[src/hw/rtl/zip_central_directory_parser_core_macros.svh]
// Assertion macros shared by the parser RTL.
`ifndef ZIP_CENTRAL_DIRECTORY_PARSER_CORE_MACROS_SVH
`define ZIP_CENTRAL_DIRECTORY_PARSER_CORE_MACROS_SVH

// Same-cycle implication, sampled on clk, off during reset.
`define ZCDP_ASSERT_NOW(lbl, ante, cons, msg) \
  lbl: assert property (@(posedge clk) disable iff (!rst_n) (ante) |-> (cons)) \
    else $error(msg);

// Next-cycle implication, sampled on clk, off during reset.
`define ZCDP_ASSERT_NEXT(lbl, ante, cons, msg) \
  lbl: assert property (@(posedge clk) disable iff (!rst_n) (ante) |=> (cons)) \
    else $error(msg);

`endif

[src/hw/rtl/zcdp_pkg.sv]
// Package: types and constants of the ZIP central directory parser.
package zcdp_pkg;

  localparam int unsigned NAME_MAX_DEF = 256;
  localparam int unsigned HDR_LEN      = 46;
  localparam logic [31:0] CD_SIG       = 32'h0201_4b50;
  localparam logic [5:0]  HDR_LAST     = 6'(HDR_LEN - 1);

  typedef enum logic [2:0] {
    PH_HEADER   = 3'd0,
    PH_NAME     = 3'd1,
    PH_SKIP     = 3'd2,
    PH_FINISHED = 3'd3,
    PH_ERR_SIG  = 3'd4,
    PH_ERR_END  = 3'd5
  } phase_t;

  typedef enum logic [1:0] {
    K_NAME   = 2'd0,
    K_RECORD = 2'd1,
    K_ERROR  = 2'd2,
    K_EMPTY  = 2'd3
  } kind_t;

  typedef enum logic [1:0] {
    E_NONE = 2'd0,
    E_SIG  = 2'd1,
    E_END  = 2'd2
  } err_t;

  // Decoded fields of the captured entry header.
  typedef struct packed {
    logic [31:0] sig;
    logic [15:0] method;
    logic [31:0] crc;
    logic [31:0] packed_sz;
    logic [31:0] plain_sz;
    logic [31:0] offset;
    logic [15:0] fn_len;
    logic [16:0] skip;
  } hdr_t;

  // One result item.
  typedef struct packed {
    kind_t       kind;
    logic [15:0] entry_index;
    logic [7:0]  name_char;
    logic [11:0] name_position;
    logic [15:0] method;
    logic [31:0] crc_value;
    logic [31:0] packed_size;
    logic [31:0] plain_size;
    logic [31:0] header_offset;
    logic [15:0] name_length;
    logic        final_entry;
    err_t        error_code;
  } res_t;

endpackage

[src/hw/rtl/zcdp_ifs.sv]
// Channel interfaces: byte input, result output, configuration write.
interface zcdp_in_if;
  logic       valid;
  logic       ready;
  logic [7:0] data_byte;
  logic       end_of_data;
  modport source (output valid, data_byte, end_of_data, input ready);
  modport sink (input valid, data_byte, end_of_data, output ready);
endinterface

interface zcdp_out_if;
  logic        valid;
  logic        ready;
  logic [1:0]  kind;
  logic [15:0] entry_index;
  logic [7:0]  name_char;
  logic [11:0] name_position;
  logic [15:0] method;
  logic [31:0] crc_value;
  logic [31:0] packed_size;
  logic [31:0] plain_size;
  logic [31:0] header_offset;
  logic [15:0] name_length;
  logic        final_entry;
  logic [1:0]  error_code;
  modport source (output valid, kind, entry_index, name_char, name_position, method,
                  crc_value, packed_size, plain_size, header_offset, name_length,
                  final_entry, error_code, input ready);
  modport sink (input valid, kind, entry_index, name_char, name_position, method,
                crc_value, packed_size, plain_size, header_offset, name_length,
                final_entry, error_code, output ready);
endinterface

interface zcdp_cfg_if;
  logic        valid;
  logic        ready;
  logic [15:0] data;
  modport source (output valid, data, input ready);
  modport sink (input valid, data, output ready);
endinterface

[src/hw/rtl/zcdp_hdr.sv]
// Entry header byte store with little-endian field decode.
module zcdp_hdr
  import zcdp_pkg::*;
(
  input  logic       clk,
  input  logic       wr_en,
  input  logic [5:0] wr_idx,
  input  logic [7:0] wr_byte,
  input  logic       live_last,
  output hdr_t       hdr
);

  logic [7:0] hdr_r [HDR_LEN];
  logic [7:0] off_hi;

  always_ff @(posedge clk) begin
    if (wr_en) begin
      hdr_r[wr_idx] <= wr_byte;
    end
  end

  // last header byte is not stored yet on the cycle it arrives
  assign off_hi = live_last ? wr_byte : hdr_r[45];

  always_comb begin
    hdr.sig       = {hdr_r[3], hdr_r[2], hdr_r[1], hdr_r[0]};
    hdr.method    = {hdr_r[11], hdr_r[10]};
    hdr.crc       = {hdr_r[19], hdr_r[18], hdr_r[17], hdr_r[16]};
    hdr.packed_sz = {hdr_r[23], hdr_r[22], hdr_r[21], hdr_r[20]};
    hdr.plain_sz  = {hdr_r[27], hdr_r[26], hdr_r[25], hdr_r[24]};
    hdr.offset    = {off_hi, hdr_r[44], hdr_r[43], hdr_r[42]};
    hdr.fn_len    = {hdr_r[29], hdr_r[28]};
    hdr.skip      = {1'b0, hdr_r[31], hdr_r[30]} + {1'b0, hdr_r[33], hdr_r[32]};
  end

endmodule

[src/hw/rtl/zip_central_directory_parser_core.sv]
// Parses a ZIP central directory one byte per item into name bytes, entry records
// and errors. One input item is taken per clock: the byte is decoded against the
// parser state in one combinational step and the result (if any) is written to a
// single output register, so sustained throughput is one byte per cycle while the
// result side keeps up; each result shows in the cycle after its byte is taken.
// Name bytes from position NAME_MAX-1 on are dropped; extra and comment bytes
// produce no result. Errors are sticky and repeat on every later item; after the
// last expected record or the empty-directory report, later bytes are swallowed.
`include "zip_central_directory_parser_core_macros.svh"

module zip_central_directory_parser_core
  import zcdp_pkg::*;
#(
  parameter int unsigned NAME_MAX = NAME_MAX_DEF
) (
  input  logic clk,
  input  logic rst_n,
  zcdp_in_if.sink    in_ch,
  zcdp_out_if.source out_ch,
  zcdp_cfg_if.sink   cfg_ch
);

  localparam logic [15:0] KEEP_LIM = 16'(NAME_MAX - 1);

  logic [15:0] expected_r;
  phase_t      phase_r, phase_nxt;
  logic [5:0]  hc_r, hc_nxt;
  logic [15:0] nc_r, nc_nxt;
  logic [16:0] skip_r, skip_nxt, skip_dec;
  logic [15:0] done_r, done_nxt, done_inc;
  logic        out_valid_r;
  res_t        out_r, res;
  logic        has_res;
  logic        do_rec, rec_keep;
  logic        in_acc;
  logic        eod;
  logic [7:0]  b;
  logic        err_ph;
  hdr_t        hdr;

  assign eod          = in_ch.end_of_data;
  assign b            = in_ch.data_byte;
  assign in_ch.ready  = !out_valid_r || out_ch.ready;
  assign in_acc       = in_ch.valid && in_ch.ready;
  assign cfg_ch.ready = 1'b1;
  assign err_ph       = (phase_r == PH_ERR_END) || (phase_r == PH_ERR_SIG);

  zcdp_hdr u_hdr (
    .clk       (clk),
    .wr_en     (in_acc && (phase_r == PH_HEADER)),
    .wr_idx    (hc_r),
    .wr_byte   (b),
    .live_last (phase_r == PH_HEADER),
    .hdr       (hdr)
  );

  assign done_inc = done_r + 16'd1;
  assign skip_dec = (skip_r != 17'd0) ? skip_r - 17'd1 : skip_r;

  always_comb begin
    phase_nxt       = phase_r;
    hc_nxt          = hc_r;
    nc_nxt          = nc_r;
    skip_nxt        = skip_r;
    done_nxt        = done_r;
    res             = '0;
    res.entry_index = done_r;
    has_res         = 1'b0;
    do_rec          = 1'b0;
    rec_keep        = 1'b0;
    unique case (phase_r)
      PH_HEADER: begin
        if (hc_r == 6'd0 && done_r >= expected_r) begin
          phase_nxt = PH_FINISHED;
          if (done_r == 16'd0) begin
            has_res  = 1'b1;
            res.kind = K_EMPTY;
          end
        end else if (hc_r != HDR_LAST) begin
          hc_nxt = hc_r + 6'd1;
          if (eod) begin
            phase_nxt      = PH_ERR_END;
            has_res        = 1'b1;
            res.kind       = K_ERROR;
            res.error_code = E_END;
          end
        end else begin
          hc_nxt = 6'd0;
          if (hdr.sig != CD_SIG) begin
            phase_nxt      = PH_ERR_SIG;
            has_res        = 1'b1;
            res.kind       = K_ERROR;
            res.error_code = E_SIG;
          end else if (hdr.fn_len == 16'd0) begin
            do_rec = 1'b1;
          end else if (eod) begin
            phase_nxt      = PH_ERR_END;
            has_res        = 1'b1;
            res.kind       = K_ERROR;
            res.error_code = E_END;
          end else begin
            nc_nxt    = 16'd0;
            phase_nxt = PH_NAME;
          end
        end
      end
      PH_NAME: begin
        if ({1'b0, nc_r} + 17'd1 >= {1'b0, hdr.fn_len}) begin
          do_rec   = 1'b1;
          rec_keep = nc_r < KEEP_LIM;
        end else if (eod) begin
          phase_nxt      = PH_ERR_END;
          has_res        = 1'b1;
          res.kind       = K_ERROR;
          res.error_code = E_END;
        end else begin
          if (nc_r < KEEP_LIM) begin
            has_res           = 1'b1;
            res.kind          = K_NAME;
            res.name_char     = b;
            res.name_position = nc_r[11:0];
          end
          nc_nxt = nc_r + 16'd1;
        end
      end
      PH_SKIP: begin
        if (eod) begin
          phase_nxt      = PH_ERR_END;
          has_res        = 1'b1;
          res.kind       = K_ERROR;
          res.error_code = E_END;
        end else begin
          skip_nxt = skip_dec;
          if (skip_dec == 17'd0) begin
            hc_nxt    = 6'd0;
            phase_nxt = PH_HEADER;
          end
        end
      end
      PH_ERR_SIG: begin
        has_res        = 1'b1;
        res.kind       = K_ERROR;
        res.error_code = E_SIG;
      end
      PH_ERR_END: begin
        has_res        = 1'b1;
        res.kind       = K_ERROR;
        res.error_code = E_END;
      end
      default: begin
      end
    endcase

    if (do_rec) begin
      has_res           = 1'b1;
      res.kind          = K_RECORD;
      res.name_char     = rec_keep ? b : 8'd0;
      res.name_position = rec_keep ? nc_r[11:0] : 12'd0;
      res.method        = hdr.method;
      res.crc_value     = hdr.crc;
      res.packed_size   = hdr.packed_sz;
      res.plain_size    = hdr.plain_sz;
      res.header_offset = hdr.offset;
      res.name_length   = hdr.fn_len;
      done_nxt          = done_inc;
      hc_nxt            = 6'd0;
      if (done_inc >= expected_r) begin
        res.final_entry = 1'b1;
        phase_nxt       = PH_FINISHED;
      end else if (eod) begin
        phase_nxt = PH_ERR_END;
      end else begin
        skip_nxt  = hdr.skip;
        phase_nxt = (hdr.skip != 17'd0) ? PH_SKIP : PH_HEADER;
      end
    end
  end

  always_ff @(posedge clk) begin
    if (!rst_n) begin
      expected_r <= 16'd0;
      phase_r    <= PH_HEADER;
      hc_r       <= 6'd0;
      nc_r       <= 16'd0;
      skip_r     <= 17'd0;
      done_r     <= 16'd0;
    end else begin
      if (cfg_ch.valid) begin
        expected_r <= cfg_ch.data;
      end
      if (in_acc) begin
        phase_r <= phase_nxt;
        hc_r    <= hc_nxt;
        nc_r    <= nc_nxt;
        skip_r  <= skip_nxt;
        done_r  <= done_nxt;
      end
    end
  end

  always_ff @(posedge clk) begin
    if (!rst_n) begin
      out_valid_r <= 1'b0;
    end else if (in_acc) begin
      out_valid_r <= has_res;
    end else if (out_ch.ready) begin
      out_valid_r <= 1'b0;
    end
  end

  always_ff @(posedge clk) begin
    if (in_acc && has_res) begin
      out_r <= res;
    end
  end

  assign out_ch.valid         = out_valid_r;
  assign out_ch.kind          = out_r.kind;
  assign out_ch.entry_index   = out_r.entry_index;
  assign out_ch.name_char     = out_r.name_char;
  assign out_ch.name_position = out_r.name_position;
  assign out_ch.method        = out_r.method;
  assign out_ch.crc_value     = out_r.crc_value;
  assign out_ch.packed_size   = out_r.packed_size;
  assign out_ch.plain_size    = out_r.plain_size;
  assign out_ch.header_offset = out_r.header_offset;
  assign out_ch.name_length   = out_r.name_length;
  assign out_ch.final_entry   = out_r.final_entry;
  assign out_ch.error_code    = out_r.error_code;

  `ZCDP_ASSERT_NOW(a_hc_range, 1'b1, hc_r <= HDR_LAST, "header count out of range")
  `ZCDP_ASSERT_NEXT(a_err_sticky, err_ph, phase_r == $past(phase_r), "error phase left")
  `ZCDP_ASSERT_NEXT(a_err_emit, in_acc && err_ph, out_valid_r && out_r.kind == K_ERROR, "no error")
  `ZCDP_ASSERT_NEXT(a_fin_quiet, in_acc && phase_r == PH_FINISHED, !out_valid_r, "late item")
  `ZCDP_ASSERT_NOW(a_empty_zero, out_valid_r && out_r.kind == K_EMPTY, done_r == 16'd0, "bad empty")

endmodule
[src/flat_wrapper.sv]
// flat-port wrapper written by rule: the top's interface ports become plain ports
module zip_central_directory_parser_core_flat import zcdp_pkg::*;
#(
  parameter int unsigned NAME_MAX = NAME_MAX_DEF
)
  (clk, rst_n, in_ch_valid, in_ch_data_byte, in_ch_end_of_data, in_ch_ready, out_ch_valid, out_ch_kind, out_ch_entry_index, out_ch_name_char, out_ch_name_position, out_ch_method, out_ch_crc_value, out_ch_packed_size, out_ch_plain_size, out_ch_header_offset, out_ch_name_length, out_ch_final_entry, out_ch_error_code, out_ch_ready, cfg_ch_valid, cfg_ch_data, cfg_ch_ready);
  zcdp_in_if in_ch_i ();
  zcdp_out_if out_ch_i ();
  zcdp_cfg_if cfg_ch_i ();
  input  logic clk;
  input  logic rst_n;
  input wire logic [$bits(in_ch_i.valid)-1:0] in_ch_valid;
  input wire logic [$bits(in_ch_i.data_byte)-1:0] in_ch_data_byte;
  input wire logic [$bits(in_ch_i.end_of_data)-1:0] in_ch_end_of_data;
  output wire logic [$bits(in_ch_i.ready)-1:0] in_ch_ready;
  output wire logic [$bits(out_ch_i.valid)-1:0] out_ch_valid;
  output wire logic [$bits(out_ch_i.kind)-1:0] out_ch_kind;
  output wire logic [$bits(out_ch_i.entry_index)-1:0] out_ch_entry_index;
  output wire logic [$bits(out_ch_i.name_char)-1:0] out_ch_name_char;
  output wire logic [$bits(out_ch_i.name_position)-1:0] out_ch_name_position;
  output wire logic [$bits(out_ch_i.method)-1:0] out_ch_method;
  output wire logic [$bits(out_ch_i.crc_value)-1:0] out_ch_crc_value;
  output wire logic [$bits(out_ch_i.packed_size)-1:0] out_ch_packed_size;
  output wire logic [$bits(out_ch_i.plain_size)-1:0] out_ch_plain_size;
  output wire logic [$bits(out_ch_i.header_offset)-1:0] out_ch_header_offset;
  output wire logic [$bits(out_ch_i.name_length)-1:0] out_ch_name_length;
  output wire logic [$bits(out_ch_i.final_entry)-1:0] out_ch_final_entry;
  output wire logic [$bits(out_ch_i.error_code)-1:0] out_ch_error_code;
  input wire logic [$bits(out_ch_i.ready)-1:0] out_ch_ready;
  input wire logic [$bits(cfg_ch_i.valid)-1:0] cfg_ch_valid;
  input wire logic [$bits(cfg_ch_i.data)-1:0] cfg_ch_data;
  output wire logic [$bits(cfg_ch_i.ready)-1:0] cfg_ch_ready;
  assign in_ch_i.valid = in_ch_valid;
  assign in_ch_i.data_byte = in_ch_data_byte;
  assign in_ch_i.end_of_data = in_ch_end_of_data;
  assign in_ch_ready = in_ch_i.ready;
  assign out_ch_valid = out_ch_i.valid;
  assign out_ch_kind = out_ch_i.kind;
  assign out_ch_entry_index = out_ch_i.entry_index;
  assign out_ch_name_char = out_ch_i.name_char;
  assign out_ch_name_position = out_ch_i.name_position;
  assign out_ch_method = out_ch_i.method;
  assign out_ch_crc_value = out_ch_i.crc_value;
  assign out_ch_packed_size = out_ch_i.packed_size;
  assign out_ch_plain_size = out_ch_i.plain_size;
  assign out_ch_header_offset = out_ch_i.header_offset;
  assign out_ch_name_length = out_ch_i.name_length;
  assign out_ch_final_entry = out_ch_i.final_entry;
  assign out_ch_error_code = out_ch_i.error_code;
  assign out_ch_i.ready = out_ch_ready;
  assign cfg_ch_i.valid = cfg_ch_valid;
  assign cfg_ch_i.data = cfg_ch_data;
  assign cfg_ch_ready = cfg_ch_i.ready;
  zip_central_directory_parser_core #(.NAME_MAX(NAME_MAX)) u_core (.clk(clk), .rst_n(rst_n), .in_ch(in_ch_i), .out_ch(out_ch_i), .cfg_ch(cfg_ch_i));
endmodule
[config.mk]
export PLATFORM = sky130hd
export DESIGN_NAME = zip_central_directory_parser_core_flat
export DESIGN_NICKNAME = d
export VERILOG_FILES = /design/src/hw/rtl/zcdp_pkg.sv /design/src/hw/rtl/zcdp_ifs.sv /design/src/hw/rtl/zcdp_hdr.sv /design/src/hw/rtl/zip_central_directory_parser_core.sv /design/src/flat_wrapper.sv
export VERILOG_INCLUDE_DIRS = /design/src /design/src/hw/rtl
export SDC_FILE = /design/constraint.sdc
export NUM_CORES = 1
export LEC_CHECK = 0
export ABC_CLOCK_PERIOD_IN_PS = 30700
export BUFFER_PORTS_ARGS = -buffer_cell sky130_fd_sc_hd__buf_4
export CORE_MARGIN = 4
export CORE_UTILIZATION = 60
export DETAILED_ROUTE_END_ITERATION = 12
export PLACE_DENSITY = 0.82
export SYNTH_ARGS = -nofsm -noshare
export SYNTH_HDL_FRONTEND = slang
export SYNTH_SLANG_ARGS = --single-unit
[constraint.sdc]
create_clock -name clk -period 30.7 [get_ports clk]
set_input_delay 1.535 -clock clk [delete_from_list [all_inputs] [get_ports clk]]
set_output_delay 1.535 -clock clk [all_outputs]
set_load 0.02 [all_outputs]
==> results by group, run 1 <==
Critical path
  • Setup CP Type: flip-flop to flip-flop
  • Worst Setup SP: u_core.nc_r[2]
  • FF-to-FF setup slack: 23.91 ns
  • CP delay by family, top: simple AND/OR/NAND/NOR gates
  • Worst Setup End Kind: flip-flop
  • Worst R2R Path Depth: 16
  • CP max FO: just over 90
  • Startpoint Class: flip-flop
  • Reg2reg end: u_core.out_ch.plain_size[10]
  • Critical Path Sink: u_core.out_ch.plain_size[10]
  • CP cell instances: nand3_1 > nor2_1 > and2_1 > nand4_1 > xnor2_1 > ha_1 > nand4_1 > nor3_1 > a21boi_0 > o311ai_1 > o211a_2 > o21ai_0 > nor2_1 > nor2_4 > buf_4 > buf_4
  • FF-to-FF Start: u_core.nc_r[2]
  • Buf+Inv Stages, Crit Path: 2
  • Slowest CP cell: buf_4
  • Slowest Stage Delay on Critical Path: between 0.9 and 1 ns
  • Critical path required time: just over 30 ns
  • WP depth: 16
  • WP data arrival: ~7 ns

Place
  • Dpl cells: around 2200
  • GPL Wtd Cong: 0.926
  • HPWL after DPL: slightly above 30000 um
  • Port Buffer Count: about 230

Power and ir drop
  • Peak supply drop: ~46 uV
  • Clk pwr share: 0.382
  • Logic gate share of total power: 0.096
  • Net Sw Frac: 0.238
  • P_int: 1.16 mW
  • PwrDens: 61.7 nW/um^2
  • Leakage power: between 9 and 10 nW
  • Psw: ~360 uW
  • Sequential share of power: 0.522
  • Pwr Total: about 1.5 mW

Die
  • # IOs: 234
  • Number of cell rows: 68
  • Chip Width: approximately 190 um
  • Die H: 195 um
  • Core box area: around 34000 sq um
  • Die area: ~38000 sq um
  • Initial Util: 0.607

Clocking
  • Reg clk slew, reported paths: approximately 0.060 ns
  • Clk sinks: 500
  • Num CTS Buffers: 49
  • Root buffer cell: clkbuf_16
  • H-tree depth: 2
  • Post-CTS Setup Inserts: 0
  • CTS tree: done
  • Clock Tree Buf Depth: 3
  • CTS resizes: 0
  • Cts-stage hold buffer count: 0
  • Worst-skew pair later-pin latency: approximately 0.57 ns

Synthesis
  • Top cells by area, synth: edfxtp_1 (61%), dfxtp_1 (7.2%), and2_1 (4.8%), ha_1 (4.2%), nor2_1 (2.7%)
  • Post-synth EDFFs: 425
  • Async set-reset flop share out of synthesis: 0
  • Synth Instances: 1563
  • Sequential area share after synthesis: 0.682
  • Synth warn: 0
  • Largest area contributor in the netlist: edfxtp_1
  • Post-synth top area share: 0.610
  • Synthesized area per cell: between 10 and 15 sq um
  • Post-Syn Area: about 21000 sq um
  • Post-synth cell types: 82
  • Most used DFF post-synth: edfxtp_1
  • Flops & latches, synth: 500

Cells and area
  • Most frequent cells in the layout: edfxtp_1 (425), buf_4 (239), and2_1 (159)
  • Antenna Cells: 0
  • Commonest non-fill, non-tap cell in the layout: edfxtp_1
  • Final Util: 0.715
  • Share of cells above drive strength 1: 0.180
  • Area Overhead vs Synth: 17.7%
  • Post-route insts no fill: around 2300
  • Final nets: 1899

Timing
  • Slew margin rel.: 0.191
  • Count of final setup violators: 0
  • Crit share post-route: 0.221
  • Slew Limit Fails: 0
  • Clock Skew: ~0.027 ns
  • Max Clock Freq: ~150 MHz
  • Final Hold Vio Count: 0
  • RSZ-0062 raised after global routing: no
  • Crit path time final: 6.79 ns
  • Setup TNS: 0 ns
  • Least-Margin Pin Slew: roughly 1.2 ns

Run status
  • Status: complete, no violations

Detailed routing
  • Drt initial violations: between 1000 and 1500
  • Drt pass-1 iters: 5
  • ANT nets after route: 0
  • DRC violations left: 0
  • Vias per cell: between 5 and 6
  • Drt total wl: roughly 48000 um
  • Routed via count: approximately 14000
  • Avg WL per Cell: around 21 um

Global route
  • Largest net degree at the start of global routing: roughly 110
  • Congestion Overflow GR: 0
  • Initial antenna violation count: 0
  • Gr usage total: 0.245
  • First-pass GRT wire length: between 70000 and 80000 um
  • Vias in the first global route: 13000

Flow run
  • Max Cap Viol: 0

Hold path
  • Type of the most critical hold path: flip-flop to flip-flop
-- how the worst min path moves through the flow --
stage,from,cells after the start,to
final,u_core.expected_r[5],2,u_core.expected_r[5]
after CTS,u_core.expected_r[6],2,u_core.expected_r[6]
after detailed placement,u_core.expected_r[6],2,u_core.expected_r[6]
after global placement,u_core.expected_r[6],2,u_core.expected_r[6]
after floorplan,u_core.done_r[3],0,u_core.out_ch.entry_index[3]
after global routing,u_core.u_hdr.hdr_r[25][7],1,u_core.out_ch.plain_size[15]
-- worst reg2reg max path, cell delays in order (launching register included) --
cell      delay, ns
dfxtp_1        0.49
nand3_1        0.27
nor2_1         0.28
and2_1         0.28
nand4_1        0.15
xnor2_1        0.18
ha_1           0.30
nand4_1        0.12
nor3_1         0.26
a21boi_0       0.36
o311ai_1       0.18
o211a_2        0.46
o21ai_0        0.36
nor2_1         0.14
nor2_4         0.65
buf_4          0.85
buf_4          1.02
-- cell type report --
type,instances,area [sq um]
clock buffer,60,1290
clock inverter,28,272
fill,2241,9830
inverter,52,195
multi-input combinational,955,6250
sequential,500,14300
tap,455,569
timing repair buffer,239,1790
-- routing by layer --
metal / up-vias / GRT usage / wire length, um / part of all wire
met5: - / 0 / 0 / 0
met4: 0 / 0.0763 / 1510 / 0.032
met3: 109 / 0.0387 / 3790 / 0.080
met2: 633 / 0.409 / 23300 / 0.49
met1: 6518 / 0.336 / 19000 / 0.40
li1: 6263 / - / - / -
-- sequential cells by signal, indices dropped and copies added, names as in the netlist, 6 cells and up --
register	flops
u_core.u_hdr.hdr_r	224
u_core.out_ch.name_length	16
u_core.out_ch.packed_size	32
u_core.expected_r	16
u_core.out_ch.crc_value	32
u_core.hc_r	6
u_core.out_ch.name_position	12
u_core.out_ch.entry_index	16
u_core.out_ch.plain_size	32
u_core.nc_r	16
u_core.done_r	16
u_core.skip_r	17
u_core.out_ch.method	16
u_core.out_ch.header_offset	32
u_core.out_ch.name_char	8
-- cell usage after synthesis (all sizes together) (27+ instances only) --
| master | number |
|---|---|
| xor2 | 29 |
| a21oi | 58 |
| nand2 | 70 |
| dfxtp | 75 |
| and2 | 159 |
| nand3 | 50 |
| nor3 | 29 |
| o21ai | 36 |
| nor2 | 154 |
| edfxtp | 425 |
| nor4 | 27 |
| clkbuf | 47 |
| inv | 52 |
| ha | 71 |
-- power by group through the flow --
stage	Combinational, mW	Clock, mW	Sequential, mW
after floorplan	0.0426	0	0.848
after global placement	0.144	0	0.806
after detailed placement	0.146	0	0.807
after CTS	0.147	0.588	0.793
after global routing	0.155	0.620	0.795
final	0.146	0.581	0.792
-- cells by family (layout without fill, tap and decap cells) --
logic type	Yosys count	after routing	share of synthesized area
flip-flops	500	500	0.682
AO/OA/AOI/OAI	224	224	0.0755
multiplexers	16	16	0.00765
other	2	5	0.000359
adder cells (fa/ha/maj)	72	72	0.0434
AND/OR/NAND/NOR	583	583	0.147
XOR/XNOR	55	55	0.0230
buffers and inverters	111	379	0.0210
-- per-stage QoR --
stage	cell area [sq um]	worst slack [ns]	hold WS (ns)
after CTS	24600	23.94	0.499
after global placement	23100	24.25	0.476
after detailed placement	23100	24.00	0.486
final	24600	23.91	0.499
after floorplan	20900	18.56	0.435
after global routing	24600	23.33	0.515
Power figures use the tool's default switching activity.
==> run 2: changes to the inputs <==
--- a/config.mk
+++ b/config.mk
@@ -6,12 +6,13 @@
 export SDC_FILE = /design/constraint.sdc
 export NUM_CORES = 1
 export LEC_CHECK = 0
-export ABC_CLOCK_PERIOD_IN_PS = 30700
+export ABC_AREA = 1
+export ABC_CLOCK_PERIOD_IN_PS = 6720
 export BUFFER_PORTS_ARGS = -buffer_cell sky130_fd_sc_hd__buf_4
 export CORE_MARGIN = 4
-export CORE_UTILIZATION = 60
+export CORE_UTILIZATION = 59
 export DETAILED_ROUTE_END_ITERATION = 12
-export PLACE_DENSITY = 0.82
+export PLACE_DENSITY = 0.81
 export SYNTH_ARGS = -nofsm -noshare
 export SYNTH_HDL_FRONTEND = slang
 export SYNTH_SLANG_ARGS = --single-unit
==> constraint.sdc (replaced) <==
create_clock -name clk -period 6.72 [get_ports clk]
set_input_delay 0.336 -clock clk [delete_from_list [all_inputs] [get_ports clk]]
set_output_delay 0.336 -clock clk [all_outputs]
set_load 0.02 [all_outputs]
==> run 2 against run 1 <==
First-iteration DRC count increased by 3.9%. Worst setup slack lost 22 ns. Cell count up 23%. Clock skew is 0.0091 ns lower. Wire length is 8.4% higher. Combinational power rose to 8.3 times the previous value. Count of clock-buffer cells in the layout shrank 1. Critical endpoint is now u_core.out_ch.crc_value[24]. Highest routed layer unchanged.
==> results by group, run 2 <==
Critical path
  • FF-to-FF Start: u_core.nc_r[0]
  • Critical path required time: 6.94 ns (-23.94 ns)
  • Worst Setup SP: u_core.nc_r[0]
  • Worst Setup End Kind: flip-flop
  • Most used cell, CP: nand2_1
  • CP delay by family, top: simple AND/OR/NAND/NOR gates
  • Startpoint Class: flip-flop
  • Setup CP Type: flip-flop to flip-flop
  • Buf+Inv Stages, Crit Path: 4 (+2)
  • Slowest CP cell: buf_4
  • CP max FO: 45 (-51%)
  • Slowest Stage Delay on Critical Path: 0.51 ns (-0.48 ns)
  • WP data arrival: 4.90 ns (-2.07 ns)

Synthesis
  • Synth Instances: 2082 (+33%)
  • Synth warn: 0 (unchanged)
  • Synth top cells by count: edfxtp_1 (425), nand2_1 (384), nor2_1 (317)
  • Most used DFF post-synth: edfxtp_1
  • Top cells by area, synth: edfxtp_1 (58%), dfxtp_1 (6.8%), nand2_1 (6.6%), nor2_1 (5.4%), inv_1 (5.2%)
  • Async set-reset flop share out of synthesis: 0 (unchanged)
  • Post-synth cell types: 41 (-50%)
  • Post-Syn Area: 21900 sq um (+4.7%)
  • Sequential area share after synthesis: 0.651 (-0.0309)
  • Largest area contributor in the netlist: edfxtp_1
  • Most frequent cell after synthesis: edfxtp_1
  • Post-synth EDFFs: 425 (unchanged)
  • Post-synth top area share: 0.582 (-0.0276)
  • Flops & latches, synth: 500 (unchanged)
  • Synthesized area per cell: 10.5 sq um (-21%)

Global route
  • Gr usage total: 0.252 (+0.00736)
  • Congestion Overflow GR: 0 (unchanged)
  • Largest net degree at the start of global routing: 160 (+52%)
  • Initial antenna violation count: 0 (unchanged)
  • Vias in the first global route: 15100 (+16%)
  • First-pass GRT wire length: 81900 um (+11%)

Clocking
  • CTS tree: done
  • Reg clk slew, reported paths: 0.06 ns (about the same)
  • Worst-skew pair later-pin latency: 0.59 ns (+0.02 ns)
  • Clk sinks: 500 (unchanged)
  • Clock Tree Buf Depth: 3 (unchanged)
  • Num CTS Buffers: 49 (unchanged)
  • H-tree depth: 2 (unchanged)
  • Root buffer cell: clkbuf_16
  • CTS resizes: 0 (unchanged)

Cells and area
  • Commonest non-fill, non-tap cell in the layout: edfxtp_1
  • Area Overhead vs Synth: 17.4%
  • Reg with most FFs: u_core.u_hdr.hdr_r
  • Antenna Cells: 0 (unchanged)
  • Most frequent cells in the layout: edfxtp_1 (425), nand2_1 (383), nor2_1 (317)
  • Share of cells above drive strength 1: 0.155 (-0.0257)
  • Layout fillers: 2495 (+11%)
  • Max FFs per register: 224 (unchanged)
  • Final nets: 2419 (+27%)

Timing
  • Crit share post-route: 0.697 (+0.475)
  • Slew Limit Fails: 0 (unchanged)
  • Count of final setup violators: 0 (unchanged)
  • Final Hold Vio Count: 0 (unchanged)
  • Slew margin rel.: 0.257 (+0.0660)
  • Crit path time final: 4.68 ns (-2.11 ns)
  • Setup TNS: 0 ns (unchanged)
  • Max Clock Freq: 214 MHz (+45%)
  • Least-Margin Pin Slew: 1.11 ns (-0.0987 ns)
  • Clock Skew: 0.0180 ns (-0.00907 ns)
  • Worst hold slack: 0.0291 ns (-0.470 ns)
  • RSZ-0062 raised after global routing: no

Power and ir drop
  • Leakage power: 11.0 nW (+18%)
  • Peak supply drop: 251 uV (+440%)
  • PwrDens: 305 nW/um^2 (+390%)

Die
  • # IOs: 234 (unchanged)
  • Core box area: 36600 sq um (+6.2%)
  • Chip Width: 201 um (+3.1%)
  • Number of cell rows: 70 (+2.9%)
  • Die H: 201 um (+3.1%)
  • Die area: 40300 sq um (+6.3%)
  • Initial Util: 0.599 (-0.00857)

Detailed routing
  • Drt total wl: 51600 um (+8.4%)
  • Drt initial violations: 1509 (+3.9%)
  • Routed via count: 15400 (+14%)
  • Avg WL per Cell: 18.3 um (-12%)
  • ANT nets after route: 0 (unchanged)
  • Vias per cell: 5.45 (-7.8%)
  • DRC violations left: 0 (unchanged)
  • Drt pass-1 iters: 5 (unchanged)

Hold path
  • Type of the most critical hold path: primary input to flip-flop
  • Min-Delay Startpoint: cfg_ch_data[11]

Run status
  • Status: complete, no violations

Place
  • GPL Wtd Cong: 0.901 (-2.6%)
  • Port Buffer Count: 232 (unchanged)
  • HPWL after DPL: 33400 um (+8.7%)

Flow run
  • Max Cap Viol: 0 (unchanged)
==> run 2: cell types whose count changed after synthesis, moves of 26 or more <==
| cell | before | now |
|---|---|---|
| nand2_1 | 70 | 384 |
| inv_1 | 51 | 303 |
| nor2_1 | 153 | 317 |
| and2_1 | 159 | 2 |
| a21oi_1 | 58 | 97 |
| nand3_1 | 49 | 88 |
| o21ai_0 | 33 | 70 |
| buf_2 | 1 | 27 |
==> run 2: final cells by class <==
class,count,area (sq um),area share
clock inverters,33,378,0.0147
well taps,468,586,0.0227
repair buffers,244,1870,0.0728
flip-flops and latches,500,14300,0.554
clock buffers,59,1280,0.0499
multi-input cells,1205,6170,0.240
inverters,317,1190,0.0462
==> run 2: kinds of logic (layout without fill, tap and decap cells) <==
logic type / count (synthesis) / in the layout / synth area share
XOR/XNOR: 39 / 39 / 0.0156
adder cells (fa/ha/maj): 72 / 72 / 0.0414
AND/OR/NAND/NOR: 872 / 872 / 0.167
AO/OA/AOI/OAI: 216 / 216 / 0.0545
flip-flops: 500 / 500 / 0.651
multiplexers: 1 / 1 / 0.000514
other: 2 / 5 / 0.000343
buffers and inverters: 380 / 653 / 0.0695
==> run 2: metal layers <==
metal	global-route usage	up-vias	part of all wire
met5	0	-	0
met2	0.414	713	0.48
li1	-	7358	-
met3	0.0491	105	0.086
met4	0.0809	0	0.028
met1	0.345	7217	0.41
==> run 2: where the power goes <==
part / internal (mW) / switching [mW]
clock network: 1.65 / 1.17
registers: 3.69 / 0.124
logic: 0.387 / 0.821
==> run 2: worst register-to-register path: cells and delay by family (launching register included) <==
| kind | cells | cell delay (ns) |
|---|---|---|
| buffers and inverters | 4 | 0.92 |
| DFF | 1 | 0.39 |
| adders and majority gates | 2 | 0.48 |
| and+or+nand+nor | 22 | 2.51 |
==> run 2: worst paths after layout <==
path | to | cells after the start | slack [ns]
worst max register to register | u_core.out_ch.crc_value[24] | 28 | 2.04
worst min-delay path | u_core.expected_r[11] | 3 | 0.03
worst min register to register | u_core.nc_r[15] | 2 | 0.48
worst max-delay path | u_core.out_ch.crc_value[24] | 28 | 2.04
==> run 2: metrics by stage <==
| stage | utilization | setup WS (ns) | std cells | area [sq um] | power (mW) |
|---|---|---|---|---|---|
| 6_report | 0.703 | 2.04 | 2826 | 25700 | 7.84 |
| 5_1_grt | 0.703 | 1.58 | 2826 | 25700 | 8.14 |
| 4_1_cts | 0.703 | 2.07 | 2826 | 25700 | 7.88 |
| 3_5_place_dp | 0.657 | 2.10 | 2732 | 24100 | 5.07 |
| 3_3_place_gp | 0.657 | 2.26 | 2732 | 24100 | 5.05 |
| 2_1_floorplan | - | 1.14 | 2085 | 21900 | 4.56 |
==> run 2: repair_timing <==
| action | CTS | global route |
|---|---|---|
| hold buffers | 2 | 0 |
| buffers inserted | 0 | 0 |
| endpoints found under the hold margin | 1 | 0 |
